<file path="src/design/u2c_pkg.sv">
package u2c_pkg;

   localparam int TIME_WIDTH      = 63;
   localparam int CSR_INDEX_WIDTH = 3;
   localparam int CSR_DATA_WIDTH  = 64;

   localparam int DIV_STAGES = 8;
   localparam int NUM_STAGES = 21;

   localparam int ST_UTC     = DIV_STAGES + 1;
   localparam int ST_LOCAL   = DIV_STAGES + 2;
   localparam int ST_DAY_HI  = DIV_STAGES + 3;
   localparam int ST_DAY_LO  = DIV_STAGES + 4;
   localparam int ST_SPLIT   = DIV_STAGES + 5;
   localparam int ST_CLOCK   = DIV_STAGES + 6;
   localparam int ST_NUM     = DIV_STAGES + 7;
   localparam int ST_YOE_HI  = DIV_STAGES + 8;
   localparam int ST_YOE_LO  = DIV_STAGES + 9;
   localparam int ST_DOY     = DIV_STAGES + 10;
   localparam int ST_MONTH   = DIV_STAGES + 11;
   localparam int ST_OUT     = DIV_STAGES + 12;

   // One microsecond divisor of 1000000 is applied as a shift by six and a division by 15625;
   // one day of 86400 seconds as a shift by seven and a division by 675.
   localparam logic [15:0] US_DIVISOR       = 16'd15625;
   localparam logic [15:0] DAY_DIVISOR      = 16'd675;
   localparam logic [15:0] SEC_PER_HOUR     = 16'd3600;
   localparam logic [15:0] SEC_PER_MINUTE   = 16'd60;
   localparam logic [15:0] DAYS_PER_4Y      = 16'd1460;
   localparam logic [15:0] DAYS_PER_YEAR    = 16'd365;
   localparam logic [15:0] MONTH_SPAN       = 16'd153;

   localparam logic [15:0] ERA_SPLIT_DAYS   = 16'd11017;
   localparam logic [17:0] ERA_HI_OFFSET    = 18'd11017;
   localparam logic [17:0] ERA_LO_OFFSET    = 18'd135080;
   localparam logic [11:0] ERA_HI_YEAR      = 12'd2000;
   localparam logic [11:0] ERA_LO_YEAR      = 12'd1600;
   localparam logic [17:0] DOE_CENTURY_1    = 18'd36524;
   localparam logic [17:0] DOE_CENTURY_2    = 18'd73048;
   localparam logic [17:0] DOE_CENTURY_3    = 18'd109572;
   localparam logic [17:0] DOE_LAST_DAY     = 18'd146096;
   localparam logic [17:0] YEAR_DAYS_MUL    = 18'd365;
   localparam logic [16:0] WEEKDAY_SHIFT    = 17'd4;

   typedef enum logic [CSR_INDEX_WIDTH-1:0] {
      CSR_SYNCED        = 3'd0,
      CSR_UNIX_SECONDS  = 3'd1,
      CSR_MONOTONIC_US  = 3'd2,
      CSR_ZONE_OFFSET   = 3'd3
   } csr_index_type;

   typedef struct packed {
      logic [15:0] rem;
      logic [7:0]  quo;
   } div8_type;

   typedef struct packed {
      logic        ok;
      logic [31:0] utc;
      logic [32:0] loc;
      logic [15:0] days;
      logic [9:0]  drem;
      logic        era_hi;
      logic [17:0] doe;
      logic [4:0]  hour;
      logic [11:0] r3600;
      logic [5:0]  minute;
      logic [5:0]  second;
      logic [2:0]  weekday;
      logic [6:0]  q1460;
      logic [2:0]  q36524;
      logic        last_day;
      logic [17:0] num;
      logic [7:0]  yq_hi;
      logic [8:0]  yrem;
      logic [8:0]  yoe;
      logic [8:0]  doy;
      logic [11:0] year_base;
      logic [3:0]  mp;
   } pipe_type;

   typedef struct packed {
      logic        valid_res;
      logic [11:0] year;
      logic [3:0]  month;
      logic [4:0]  day_of_month;
      logic [4:0]  hour;
      logic [5:0]  minute;
      logic [5:0]  second;
      logic [2:0]  weekday;
   } res_type;

   // Eight restoring division steps; the incoming remainder must be below the divisor.
   function automatic div8_type div8(input logic [15:0] rem, input logic [7:0] bits,
                                     input logic [15:0] divisor);
      logic [16:0] t;
      logic [15:0] r;
      div8_type    res;
      r   = rem;
      res = '0;
      for (int i = 7; i >= 0; i--) begin
         t = {r, bits[i]};
         if (t >= {1'b0, divisor}) begin
            t = t - {1'b0, divisor};
            res.quo[i] = 1'b1;
         end else begin
            res.quo[i] = 1'b0;
         end
         r = t[15:0];
      end
      res.rem = r;
      return res;
   endfunction

   // Day of the March-based year on which each month starts.
   function automatic logic [8:0] month_start(input logic [3:0] mp);
      logic [8:0] s;
      case (mp)
         4'd0:    s = 9'd0;
         4'd1:    s = 9'd31;
         4'd2:    s = 9'd61;
         4'd3:    s = 9'd92;
         4'd4:    s = 9'd122;
         4'd5:    s = 9'd153;
         4'd6:    s = 9'd184;
         4'd7:    s = 9'd214;
         4'd8:    s = 9'd245;
         4'd9:    s = 9'd275;
         4'd10:   s = 9'd306;
         4'd11:   s = 9'd337;
         default: s = 9'd0;
      endcase
      return s;
   endfunction

endpackage

</file>
<file path="src/design/unix_time_to_civil_clock_top.sv">
// Converts a 63-bit monotonic microsecond timestamp into local civil date and time, using the
// sync snapshot and zone offset held in four configuration registers (write them only while no
// transfer is in flight; the write port is always ready). The block is a 21-stage pipeline: it
// takes one timestamp per clock unless req_stall holds the input, with the division of the
// elapsed microseconds by one million spread over eight stages of eight quotient bits each.
// Stall on the result side holds only as many stages as are full, so bubbles are squeezed out
// before the input is held.
// An unsynced block, a timestamp before the sync point or a negative local time gives
// valid_res low with every other field zero.
module unix_time_to_civil_clock_top (
   input  logic                                 clock,
   input  logic                                 reset,
   input  logic                                 req_valid,
   output logic                                 req_stall,
   input  logic [u2c_pkg::TIME_WIDTH-1:0]       req_now_microseconds,
   output logic                                 rsp_valid,
   input  logic                                 rsp_stall,
   output logic                                 rsp_valid_res,
   output logic [11:0]                          rsp_year,
   output logic [3:0]                           rsp_month,
   output logic [4:0]                           rsp_day_of_month,
   output logic [4:0]                           rsp_hour,
   output logic [5:0]                           rsp_minute,
   output logic [5:0]                           rsp_second,
   output logic [2:0]                           rsp_weekday,
   input  logic                                 csr_valid,
   output logic                                 csr_ready,
   input  logic [u2c_pkg::CSR_INDEX_WIDTH-1:0]  csr_index,
   input  logic [u2c_pkg::CSR_DATA_WIDTH-1:0]   csr_wdata
);
   import u2c_pkg::*;

   logic                  synced_ff;
   logic [31:0]           unix_ff;
   logic [TIME_WIDTH-1:0] mono_ff;
   logic [10:0]           zone_ff;

   logic [NUM_STAGES-1:0] load;
   logic [NUM_STAGES-1:0] stage_valid;

   logic        ok_ff  [0:DIV_STAGES];
   logic [63:0] xp_ff  [0:DIV_STAGES];
   logic [13:0] rem_ff [0:DIV_STAGES];
   logic [31:0] q_ff   [0:DIV_STAGES];

   logic [63:0] diff_w;
   logic        ok0_in;
   logic [63:0] xp0_in;

   pipe_type p_ff [ST_UTC:ST_MONTH];
   pipe_type p_in [ST_UTC:ST_MONTH];
   res_type  res_ff;
   res_type  res_in;

   logic [33:0] tz_ext;
   logic [33:0] tz60;
   logic [33:0] loc_w;
   logic [16:0] sod;
   logic [16:0] wk;
   logic [5:0]  oct_sum;
   logic [3:0]  wk_fold;
   logic [3:0]  wk_sub;
   logic [17:0] yoe_prod;
   logic [1:0]  cent;
   logic [17:0] yoe_sub;
   logic [17:0] doy_w;
   logic [10:0] mp_arg;
   logic [8:0]  mstart;
   logic [8:0]  day_w;
   logic [3:0]  month_w;
   div8_type    dv_day_hi;
   div8_type    dv_day_lo;
   div8_type    dv_hour;
   div8_type    dv_minute;
   div8_type    dv_4y;
   div8_type    dv_yoe_hi;
   div8_type    dv_yoe_lo;
   div8_type    dv_month;

   u2c_pipe_ctrl u_ctrl (
      .clock       (clock),
      .reset       (reset),
      .in_valid    (req_valid),
      .out_stall   (rsp_stall),
      .load        (load),
      .stage_valid (stage_valid)
   );

   assign req_stall = ~load[0];
   assign rsp_valid = stage_valid[ST_OUT];
   assign csr_ready = 1'b1;

   always_ff @(posedge clock) begin
      if (reset) begin
         synced_ff <= 1'b0;
         unix_ff   <= '0;
         mono_ff   <= '0;
         zone_ff   <= '0;
      end else if (csr_valid && csr_ready) begin
         case (csr_index)
            CSR_SYNCED:       synced_ff <= csr_wdata[0];
            CSR_UNIX_SECONDS: unix_ff   <= csr_wdata[31:0];
            CSR_MONOTONIC_US: mono_ff   <= csr_wdata[TIME_WIDTH-1:0];
            CSR_ZONE_OFFSET:  zone_ff   <= csr_wdata[10:0];
            default: ;
         endcase
      end
   end

   assign diff_w = {1'b0, req_now_microseconds} - {1'b0, mono_ff};
   assign ok0_in = synced_ff & ~diff_w[63];
   assign xp0_in = {7'b0, diff_w[62:6]};

   always_ff @(posedge clock) begin
      if (load[0]) begin
         ok_ff[0]  <= ok0_in;
         xp_ff[0]  <= xp0_in;
         rem_ff[0] <= '0;
         q_ff[0]   <= '0;
      end
   end

   for (genvar k = 1; k <= DIV_STAGES; k++) begin : g_us_div
      div8_type step_res;
      assign step_res = div8({2'b0, rem_ff[k-1]}, xp_ff[k-1][(DIV_STAGES-k)*8+7 -: 8],
                             US_DIVISOR);
      always_ff @(posedge clock) begin
         if (load[k]) begin
            ok_ff[k]  <= ok_ff[k-1];
            xp_ff[k]  <= xp_ff[k-1];
            rem_ff[k] <= step_res.rem[13:0];
            q_ff[k]   <= {q_ff[k-1][23:0], step_res.quo};
         end
      end
   end

   always_comb begin
      p_in[ST_UTC]     = '0;
      p_in[ST_UTC].ok  = ok_ff[DIV_STAGES];
      p_in[ST_UTC].utc = unix_ff + q_ff[DIV_STAGES];

      tz_ext = {{23{zone_ff[10]}}, zone_ff};
      tz60   = (tz_ext << 6) - (tz_ext << 2);
      loc_w  = {2'b0, p_ff[ST_UTC].utc} + tz60;
      p_in[ST_LOCAL]     = p_ff[ST_UTC];
      p_in[ST_LOCAL].ok  = p_ff[ST_UTC].ok & ~loc_w[33];
      p_in[ST_LOCAL].loc = loc_w[32:0];

      dv_day_hi = div8({6'b0, p_ff[ST_LOCAL].loc[32:23]}, p_ff[ST_LOCAL].loc[22:15],
                       DAY_DIVISOR);
      p_in[ST_DAY_HI]      = p_ff[ST_LOCAL];
      p_in[ST_DAY_HI].drem = dv_day_hi.rem[9:0];
      p_in[ST_DAY_HI].days = {8'b0, dv_day_hi.quo};

      dv_day_lo = div8({6'b0, p_ff[ST_DAY_HI].drem}, p_ff[ST_DAY_HI].loc[14:7], DAY_DIVISOR);
      p_in[ST_DAY_LO]      = p_ff[ST_DAY_HI];
      p_in[ST_DAY_LO].drem = dv_day_lo.rem[9:0];
      p_in[ST_DAY_LO].days = {p_ff[ST_DAY_HI].days[7:0], dv_day_lo.quo};

      sod     = {p_ff[ST_DAY_LO].drem, p_ff[ST_DAY_LO].loc[6:0]};
      dv_hour = div8({7'b0, sod[16:8]}, sod[7:0], SEC_PER_HOUR);
      wk      = {1'b0, p_ff[ST_DAY_LO].days} + WEEKDAY_SHIFT;
      oct_sum = {4'b0, wk[16:15]} + {3'b0, wk[14:12]} + {3'b0, wk[11:9]}
              + {3'b0, wk[8:6]} + {3'b0, wk[5:3]} + {3'b0, wk[2:0]};
      wk_fold = {1'b0, oct_sum[5:3]} + {1'b0, oct_sum[2:0]};
      wk_sub  = wk_fold - 4'd7;
      p_in[ST_SPLIT]         = p_ff[ST_DAY_LO];
      p_in[ST_SPLIT].hour    = dv_hour.quo[4:0];
      p_in[ST_SPLIT].r3600   = dv_hour.rem[11:0];
      p_in[ST_SPLIT].weekday = (wk_fold >= 4'd7) ? wk_sub[2:0] : wk_fold[2:0];
      p_in[ST_SPLIT].era_hi  = p_ff[ST_DAY_LO].days >= ERA_SPLIT_DAYS;
      if (p_ff[ST_DAY_LO].days >= ERA_SPLIT_DAYS) begin
         p_in[ST_SPLIT].doe = {2'b0, p_ff[ST_DAY_LO].days} - ERA_HI_OFFSET;
      end else begin
         p_in[ST_SPLIT].doe = {2'b0, p_ff[ST_DAY_LO].days} + ERA_LO_OFFSET;
      end

      dv_minute = div8({12'b0, p_ff[ST_SPLIT].r3600[11:8]}, p_ff[ST_SPLIT].r3600[7:0],
                       SEC_PER_MINUTE);
      dv_4y     = div8({6'b0, p_ff[ST_SPLIT].doe[17:8]}, p_ff[ST_SPLIT].doe[7:0], DAYS_PER_4Y);
      p_in[ST_CLOCK]          = p_ff[ST_SPLIT];
      p_in[ST_CLOCK].minute   = dv_minute.quo[5:0];
      p_in[ST_CLOCK].second   = dv_minute.rem[5:0];
      p_in[ST_CLOCK].q1460    = dv_4y.quo[6:0];
      p_in[ST_CLOCK].q36524   = {2'b0, p_ff[ST_SPLIT].doe >= DOE_CENTURY_1}
                              + {2'b0, p_ff[ST_SPLIT].doe >= DOE_CENTURY_2}
                              + {2'b0, p_ff[ST_SPLIT].doe >= DOE_CENTURY_3}
                              + {2'b0, p_ff[ST_SPLIT].doe >= DOE_LAST_DAY};
      p_in[ST_CLOCK].last_day = p_ff[ST_SPLIT].doe == DOE_LAST_DAY;

      p_in[ST_NUM]     = p_ff[ST_CLOCK];
      p_in[ST_NUM].num = p_ff[ST_CLOCK].doe - {11'b0, p_ff[ST_CLOCK].q1460}
                       + {15'b0, p_ff[ST_CLOCK].q36524} - {17'b0, p_ff[ST_CLOCK].last_day};

      dv_yoe_hi = div8({14'b0, p_ff[ST_NUM].num[17:16]}, p_ff[ST_NUM].num[15:8],
                       DAYS_PER_YEAR);
      p_in[ST_YOE_HI]       = p_ff[ST_NUM];
      p_in[ST_YOE_HI].yq_hi = dv_yoe_hi.quo;
      p_in[ST_YOE_HI].yrem  = dv_yoe_hi.rem[8:0];

      dv_yoe_lo = div8({7'b0, p_ff[ST_YOE_HI].yrem}, p_ff[ST_YOE_HI].num[7:0], DAYS_PER_YEAR);
      p_in[ST_YOE_LO]     = p_ff[ST_YOE_HI];
      p_in[ST_YOE_LO].yoe = {p_ff[ST_YOE_HI].yq_hi[0], dv_yoe_lo.quo};

      yoe_prod = {9'b0, p_ff[ST_YOE_LO].yoe} * YEAR_DAYS_MUL;
      cent     = {1'b0, p_ff[ST_YOE_LO].yoe >= 9'd100} + {1'b0, p_ff[ST_YOE_LO].yoe >= 9'd200}
               + {1'b0, p_ff[ST_YOE_LO].yoe >= 9'd300};
      yoe_sub  = yoe_prod + {11'b0, p_ff[ST_YOE_LO].yoe[8:2]} - {16'b0, cent};
      doy_w    = p_ff[ST_YOE_LO].doe - yoe_sub;
      p_in[ST_DOY]           = p_ff[ST_YOE_LO];
      p_in[ST_DOY].doy       = doy_w[8:0];
      p_in[ST_DOY].year_base = {3'b0, p_ff[ST_YOE_LO].yoe}
                             + (p_ff[ST_YOE_LO].era_hi ? ERA_HI_YEAR : ERA_LO_YEAR);

      mp_arg   = {p_ff[ST_DOY].doy, 2'b0} + {2'b0, p_ff[ST_DOY].doy} + 11'd2;
      dv_month = div8({13'b0, mp_arg[10:8]}, mp_arg[7:0], MONTH_SPAN);
      p_in[ST_MONTH]    = p_ff[ST_DOY];
      p_in[ST_MONTH].mp = dv_month.quo[3:0];

      mstart  = month_start(p_ff[ST_MONTH].mp);
      day_w   = p_ff[ST_MONTH].doy - mstart + 9'd1;
      month_w = (p_ff[ST_MONTH].mp < 4'd10) ? p_ff[ST_MONTH].mp + 4'd3
                                            : p_ff[ST_MONTH].mp - 4'd9;
      res_in  = '0;
      if (p_ff[ST_MONTH].ok) begin
         res_in.valid_res    = 1'b1;
         res_in.year         = p_ff[ST_MONTH].year_base + {11'b0, month_w <= 4'd2};
         res_in.month        = month_w;
         res_in.day_of_month = day_w[4:0];
         res_in.hour         = p_ff[ST_MONTH].hour;
         res_in.minute       = p_ff[ST_MONTH].minute;
         res_in.second       = p_ff[ST_MONTH].second;
         res_in.weekday      = p_ff[ST_MONTH].weekday;
      end
   end

   always_ff @(posedge clock) begin
      for (int i = ST_UTC; i <= ST_MONTH; i++) begin
         if (load[i]) begin
            p_ff[i] <= p_in[i];
         end
      end
      if (load[ST_OUT]) begin
         res_ff <= res_in;
      end
   end

   assign rsp_valid_res    = res_ff.valid_res;
   assign rsp_year         = res_ff.year;
   assign rsp_month        = res_ff.month;
   assign rsp_day_of_month = res_ff.day_of_month;
   assign rsp_hour         = res_ff.hour;
   assign rsp_minute       = res_ff.minute;
   assign rsp_second       = res_ff.second;
   assign rsp_weekday      = res_ff.weekday;

endmodule

</file>
<file path="src/design/u2c_pipe_ctrl.sv">
module u2c_pipe_ctrl (
   input  logic                            clock,
   input  logic                            reset,
   input  logic                            in_valid,
   input  logic                            out_stall,
   output logic [u2c_pkg::NUM_STAGES-1:0]  load,
   output logic [u2c_pkg::NUM_STAGES-1:0]  stage_valid
);
   import u2c_pkg::*;

   logic [NUM_STAGES-1:0] valid_ff;
   logic [NUM_STAGES-1:0] valid_in;
   logic [NUM_STAGES-1:0] hole;
   logic [NUM_STAGES-1:0] prev_valid;

   assign prev_valid = {valid_ff[NUM_STAGES-2:0], in_valid};

   // A stage may load when the output is not stalled or some stage at or after it is empty.
   always_comb begin
      for (int i = 0; i < NUM_STAGES; i++) begin
         hole[i]     = |(~valid_ff & ({NUM_STAGES{1'b1}} << i));
         load[i]     = ~out_stall | hole[i];
         valid_in[i] = load[i] ? prev_valid[i] : valid_ff[i];
      end
   end

   always_ff @(posedge clock) begin
      if (reset) begin
         valid_ff <= '0;
      end else begin
         valid_ff <= valid_in;
      end
   end

   assign stage_valid = valid_ff;

   a_free_flow: assert property (@(posedge clock) disable iff (reset)
      !out_stall |-> &load)
      else $error("pipeline held although the output is free");

   a_enter: assert property (@(posedge clock) disable iff (reset)
      in_valid && load[0] |=> stage_valid[0])
      else $error("accepted transfer missing from the first stage");

   a_full_hold: assert property (@(posedge clock) disable iff (reset)
      (&stage_valid) && out_stall |=> &stage_valid)
      else $error("full stalled pipeline lost an item");

endmodule
</file>
<file path="config.mk">
export PLATFORM = sky130hd
export DESIGN_NAME = unix_time_to_civil_clock_top
export DESIGN_NICKNAME = d
export VERILOG_FILES = /design/src/design/u2c_pkg.sv /design/src/design/unix_time_to_civil_clock_top.sv /design/src/design/u2c_pipe_ctrl.sv
export SDC_FILE = /design/constraint.sdc
export NUM_CORES = 2
export LEC_CHECK = 0
export BUFFER_PORTS_ARGS = -buffer_cell sky130_fd_sc_hd__buf_2
export CORE_ASPECT_RATIO = 0.8
export CORE_MARGIN = 2
export CORE_UTILIZATION = 39
export CTS_CLUSTER_SIZE = 8
export DETAILED_ROUTE_END_ITERATION = 16
export GPL_TIMING_DRIVEN = 1
export HOLD_SLACK_MARGIN = 0.08
export PLACE_DENSITY = 0.66
export SKIP_LAST_GASP = 1
export SYNTH_ARGS = -nofsm -noshare
export SYNTH_HDL_FRONTEND = slang
export SYNTH_HIERARCHICAL = 1
export SYNTH_SLANG_ARGS = --single-unit
</file>
<file path="constraint.sdc">
create_clock -name clock -period 14.9 [get_ports clock]
set_clock_uncertainty 0.05 [all_clocks]
set_input_delay 2.98 -clock clock [delete_from_list [all_inputs] [get_ports clock]]
set_output_delay 2.98 -clock clock [all_outputs]
set_load 0.02 [all_outputs]
</file>
; ---- Word-level counts from Yosys, hierarchy flattened
; Memories as Yosys holds them, arrays and structs flattened.
; Index checks and enable logic that the tools add are counted.
[totals]
regBits = 170
latchBits = 0
ramBits = 3452
romBits = 144
input_bits = 135
elab_cells = 637
memories = 6
[classes]
n_addsub = 145
mul = 1
div_mod_pow = 0
order_cmp = 126
n_eq_ne = 4
shift = 0
muxes = 269
n_bitwise = 28
n_reduce_logical = 25
[memory_table]
columns = name, depth, word_bits, read_ports, rd_clocked_by_memory_dff, wr, line_no
row1 = p_ff, 11, 223, 11, 0, 11, unix_time_to_civil_clock_top.sv:50  ; pipe_type p_ff [ST_UTC:ST_MONTH];
row2 = xp_ff, 9, 64, 8, 0, 9, unix_time_to_civil_clock_top.sv:42  ; logic [63:0] xp_ff [0:DIV_STAGES];
row3 = q_ff, 9, 32, 9, 0, 9, unix_time_to_civil_clock_top.sv:44  ; logic [31:0] q_ff [0:DIV_STAGES];
row4 = (no name shown), 16, 9, 1, 0, 0, u2c_pkg.sv:118  ; case (mp)
row5 = rem_ff, 9, 14, 8, 0, 9, unix_time_to_civil_clock_top.sv:43  ; logic [13:0] rem_ff [0:DIV_STAGES];
row6 = ok_ff, 9, 1, 9, 0, 9, unix_time_to_civil_clock_top.sv:41  ; logic ok_ff [0:DIV_STAGES];
[op_table]
columns = op, count
row1 = $mux W16, 99
row2 = $ge A17 B14 Y1 const B, 56
row3 = $sub A16 B14 Y16 const B, 48
row4 = $ge A17 B10 Y1 const B, 14
row5 = $sub A16 B10 Y16 const B, 12
row6 = $mux W1, 152
row7 = $ge A17 B9 Y1 const B, 8
row8 = $sub A15 B14 Y16 const B, 8
row9 = $ge A15 B14 Y1 const B, 8
row10 = $ge A17 B11 Y1 const B, 7
row11 = $mux W14, 8
row12 = $sub A14 B14 Y14 const B, 8
row13 = $ge A17 B6 Y1 const B, 6
row14 = $sub A16 B11 Y16 const B, 6
row15 = $sub A16 B9 Y16 const B, 6
row16 = $ge A17 B12 Y1 const B, 5
row17 = $sub A16 B6 Y16 const B, 5
row18 = $sub A16 B12 Y16 const B, 4
row19 = $sub A63 B63 Y64, 1
row20 = $ge A17 B8 Y1 const B, 3
row21 = $mux W42, 1
row22 = $ge A18 B17 Y1 const B, 2
row23 = $add A33 B18 Y34, 1
row24 = $add A32 B32 Y32, 1
row25 = other kinds (92), 129

; ---- Longest topological paths before layout
; An unclocked memory read counts as a cell.
[logic_depth]
depth_word = 17
mapped_depth = 67
mapped_depth_nobuf = 61

; ---- Modules after synthesis
; The synthesis kept the hierarchy.
[by_module_without_submodules]
columns = module, instances, cells_each, area_each_um2, seq_area_each_um2
row1 = unix_time_to_civil_clock_top, 1, 10258, 90510.6, 30369.1
row2 = u2c_pipe_ctrl, 1, 101, 895.9, 420.4

; ---- Worst setup path after synthesis
; Ideal clock, no wire load.
[synth_path]
path_kind = register to register
start = memory rem_ff[5][6], in the netlist rem_ff[0][76]
end = memory rem_ff[6][12], in the netlist rem_ff[0][96] (data pin)
setup_ps = 258
arrival_time_ps = 12589
required_ps = 14592
setup_slack_ps = 2003
path_stages_with_launch = 63
n_path_buf = 7
synth_period_minus_slack_ps = 12897
cell_sequence = edfxtp_1 or4_1 a211oi_2 o21a_1 buf_4 buf_2 xnor2_1 ha_1 and4_1 o21ai_0 a21oi_1 a211o_1 nand2_1 inv_1 xnor2_1 ha_1 nand3_1 a2111oi_4 [27 not listed] nor2_4 xnor2_1 ha_1 or4_1 nor3_1 nor4_1 o31ai_2 a21oi_2 nor2_1 clkbuf_1 xnor2_1 ha_1 nor4bb_1 a21bo_1 a21o_1 buf_4 nand4b_1 xnor2_1
[synth_lines]
columns = element, line_no
row1 = from (decl), unix_time_to_civil_clock_top.sv:43

==> metrics.cfg <==
[sta]
worst_pin_slew_ns=1.18
max_clock_freq_mhz=70.5
worst_slack_ns=0.725
setup_tns_ns=0
max_slew_margin=0.205
drv_slew=0
post-route-min-period_ns=14.17
setup_viol=0
timing_hold_violations_final=0
period_share=0.951

[clock_network]
clk_latency_ns=0.83
root_buffer=clkbuf_16
numCtsBuffers=155
ctsLongestPathBuffers=3
clock-sinks=1068
tritoncts=built
htree_levels=4
clk_pin_slew_worst_paths_ns=0.05

[yosys]
synthMuxAreaShare=0.0267
synth_top_area_share=0.309
synth-compound-area-share=0.235
syn_nets=10900
synth_most_common_cell=nand2_1
syn_area_um2=91400
synth_common_cells=nand2_1, edfxtp_1, nor2_1, xnor2_1, a21oi_1
async_reset_ff_frac=0
synth-xor-area-share=0.0976
synth-seq-cells=1068
ys.flop_type=edfxtp_1
synth_cell_types=160
synth-simple-area-share=0.198
yosys_warnings=6
synth_top_family_by_area=compound AO/OA/AOI/OAI gates
yosysTopAreaCell=edfxtp_1
synth_adder_area_share=0.0657
netlist_instances=10400
ys_top_cells_by_area=edfxtp_1, xnor2_1, ha_1
synth-edff-count=940
ys_seq_area_frac=0.337
avgSynthCellArea_um2=8.82

[route]
detail_route.wl_per_cell_um=18.2
via_per_inst=5.92
final_antenna_net_count=0
via_count=81600
drcViolationCount=0
drt-total-wl_um=251000
drtIter0Drc=7860
firstDrtPassIters=9

[global_routing]
grt-ovfl-total=0
grt_max_degree=68
grt_pass1_vias=76400
grt_pass1_wl_um=406000
antenna_found_initial=7
groute.usage.overall=0.202

[critical_path]
worstRegToRegCells=52
critical_path_class=reg2reg
critical_path_arrival_ns=14.62
slowest_stage=or4b_1
critPathRequiredTime_ns=15.35
worstPathMaxFanout=9
endpoint_kind=register
start_kind=register
cp_common_cell=ha_1
slowest_delay_ns=0.71

[placed_design]
gp_congestion=0.936
pre_cts_slack_ns=0.272
post-dp-hpwl_um=191000
portBuffers=177

[final_layout]
fillers=22400
register_area_um2=30800
num-nets-final=11200
multi_input_area_um2=57100
utilization=0.435
drive_above_1_share=0.0940
area_growth_pct=10.7

[min_path]
min_path_type=reg2reg
hold_depth=0

[flow_run]
drv_cap=0

[run_status]
status=finished, final reports clean

[die]
initial_core_util=0.393
rows=158
die_area_um2=238000
io_pins=180
die_y_um=437
dieWidth_um=545
core_area_um2=232000

==> sequential cells by signal, summed over array words and instances, names as in the netlist, 9 cells and up <==
name and flops:
mono_ff 63, ok_ff 9, p_ff 448, q_ff 80, rem_ff 72, rsp_year 12, u_ctrl/stage_valid 21, unix_ff 32
xp_ff 289, zone_ff 11
==> worst max-delay path, delay by kind of cell (launching register included) <==
kind,cells,cell delay [ns]
adders and majority gates,5,1.43
DFF,1,0.63
muxes,4,1.13
and+or+nand+nor,13,3.17
buffers and inverters,2,0.28
xor gates and xnor gates,6,1.23
AOI/OAI and AO/OA,22,5.88
==> through the flow <==
| stage | hold slack [ns] | instances | area [um^2] |
|---|---|---|---|
| after floorplan | 0.350 | 10400 | 91400 |
| after global placement | 0.352 | 13500 | 96200 |
| after detailed placement | 0.355 | 13500 | 96200 |
| after CTS | 0.320 | 13800 | 101000 |
| after global routing | 0.324 | 13800 | 101000 |
| final | 0.322 | 13800 | 101000 |
==> routing by layer <==
metal	vias to the layer above	wire (um)	global-route usage
li1	39300	-	-
met1	39100	123000	0.302
met2	2880	107000	0.308
met3	363	15400	0.0219
met4	2	5850	0.0525
met5	-	13	0
==> cells by family (layout without fill, tap and decap cells) <==
kind of cell    Yosys count  in the layout
compound gates         3053           3053
other cells               1              6
simple gates           3610           3610
xor+xnor               1008           1008
mux                     231            231
fa+ha+maj               450            450
buf+inv                 938           1228
flops                  1068           1068
==> layout make-up <==
| cell class | instances | area share |
|---|---|---|
| clock buffer | 218 | 0.0412 |
| antenna | 5 | 0.000124 |
| inverter | 623 | 0.0231 |
| sequential | 1068 | 0.304 |
| tap | 3120 | 0.0386 |
| multi-input combinational | 8353 | 0.565 |
| clock inverter | 21 | 0.00489 |
| timing repair buffer | 366 | 0.0228 |
==> path summary, 6_finish.rpt <==
kind / slack [ns] / startpoint / end
worst min-delay path: 0.32 / p_ff[4][305] / p_ff[4][528]
worst max-delay path: 0.73 / xp_ff[0][231] / rem_ff[0][61]
worst min register to register: 0.32 / p_ff[4][305] / p_ff[4][528]
worst max register to register: 0.73 / xp_ff[0][231] / rem_ff[0][61]
==> what timing repair did <==
item                       CTS  global route
setup endpoints to repair    0            66
resized for setup            0            35
buffers inserted             0            11
hold buffers                 0             0
==> placed cells by master (no fill, tap or decap), types with 88 or more instances in the layout <==
cell / count
xnor2_1: 713
buf_4: 190
a211oi_1: 132
and3_1: 114
xor2_1: 278
or3_1: 88
o21ai_0: 475
nand4_1: 128
nand2_1: 992
edfxtp_1: 940
nor2_1: 771
dfxtp_1: 128
a21oi_1: 702
nand2b_1: 104
clkbuf_16: 155
and2_1: 147
mux2i_1: 141
buf_2: 176
ha_1: 400
o31ai_1: 90
inv_1: 600
nor3_1: 331
nor2b_1: 95
a21o_1: 127
o21a_1: 103
o211ai_1: 150
a31oi_1: 158
nand3_1: 359
Power is not shown: default switching activity piles up to over one toggle a cycle in this logic, so the estimate is an artifact.
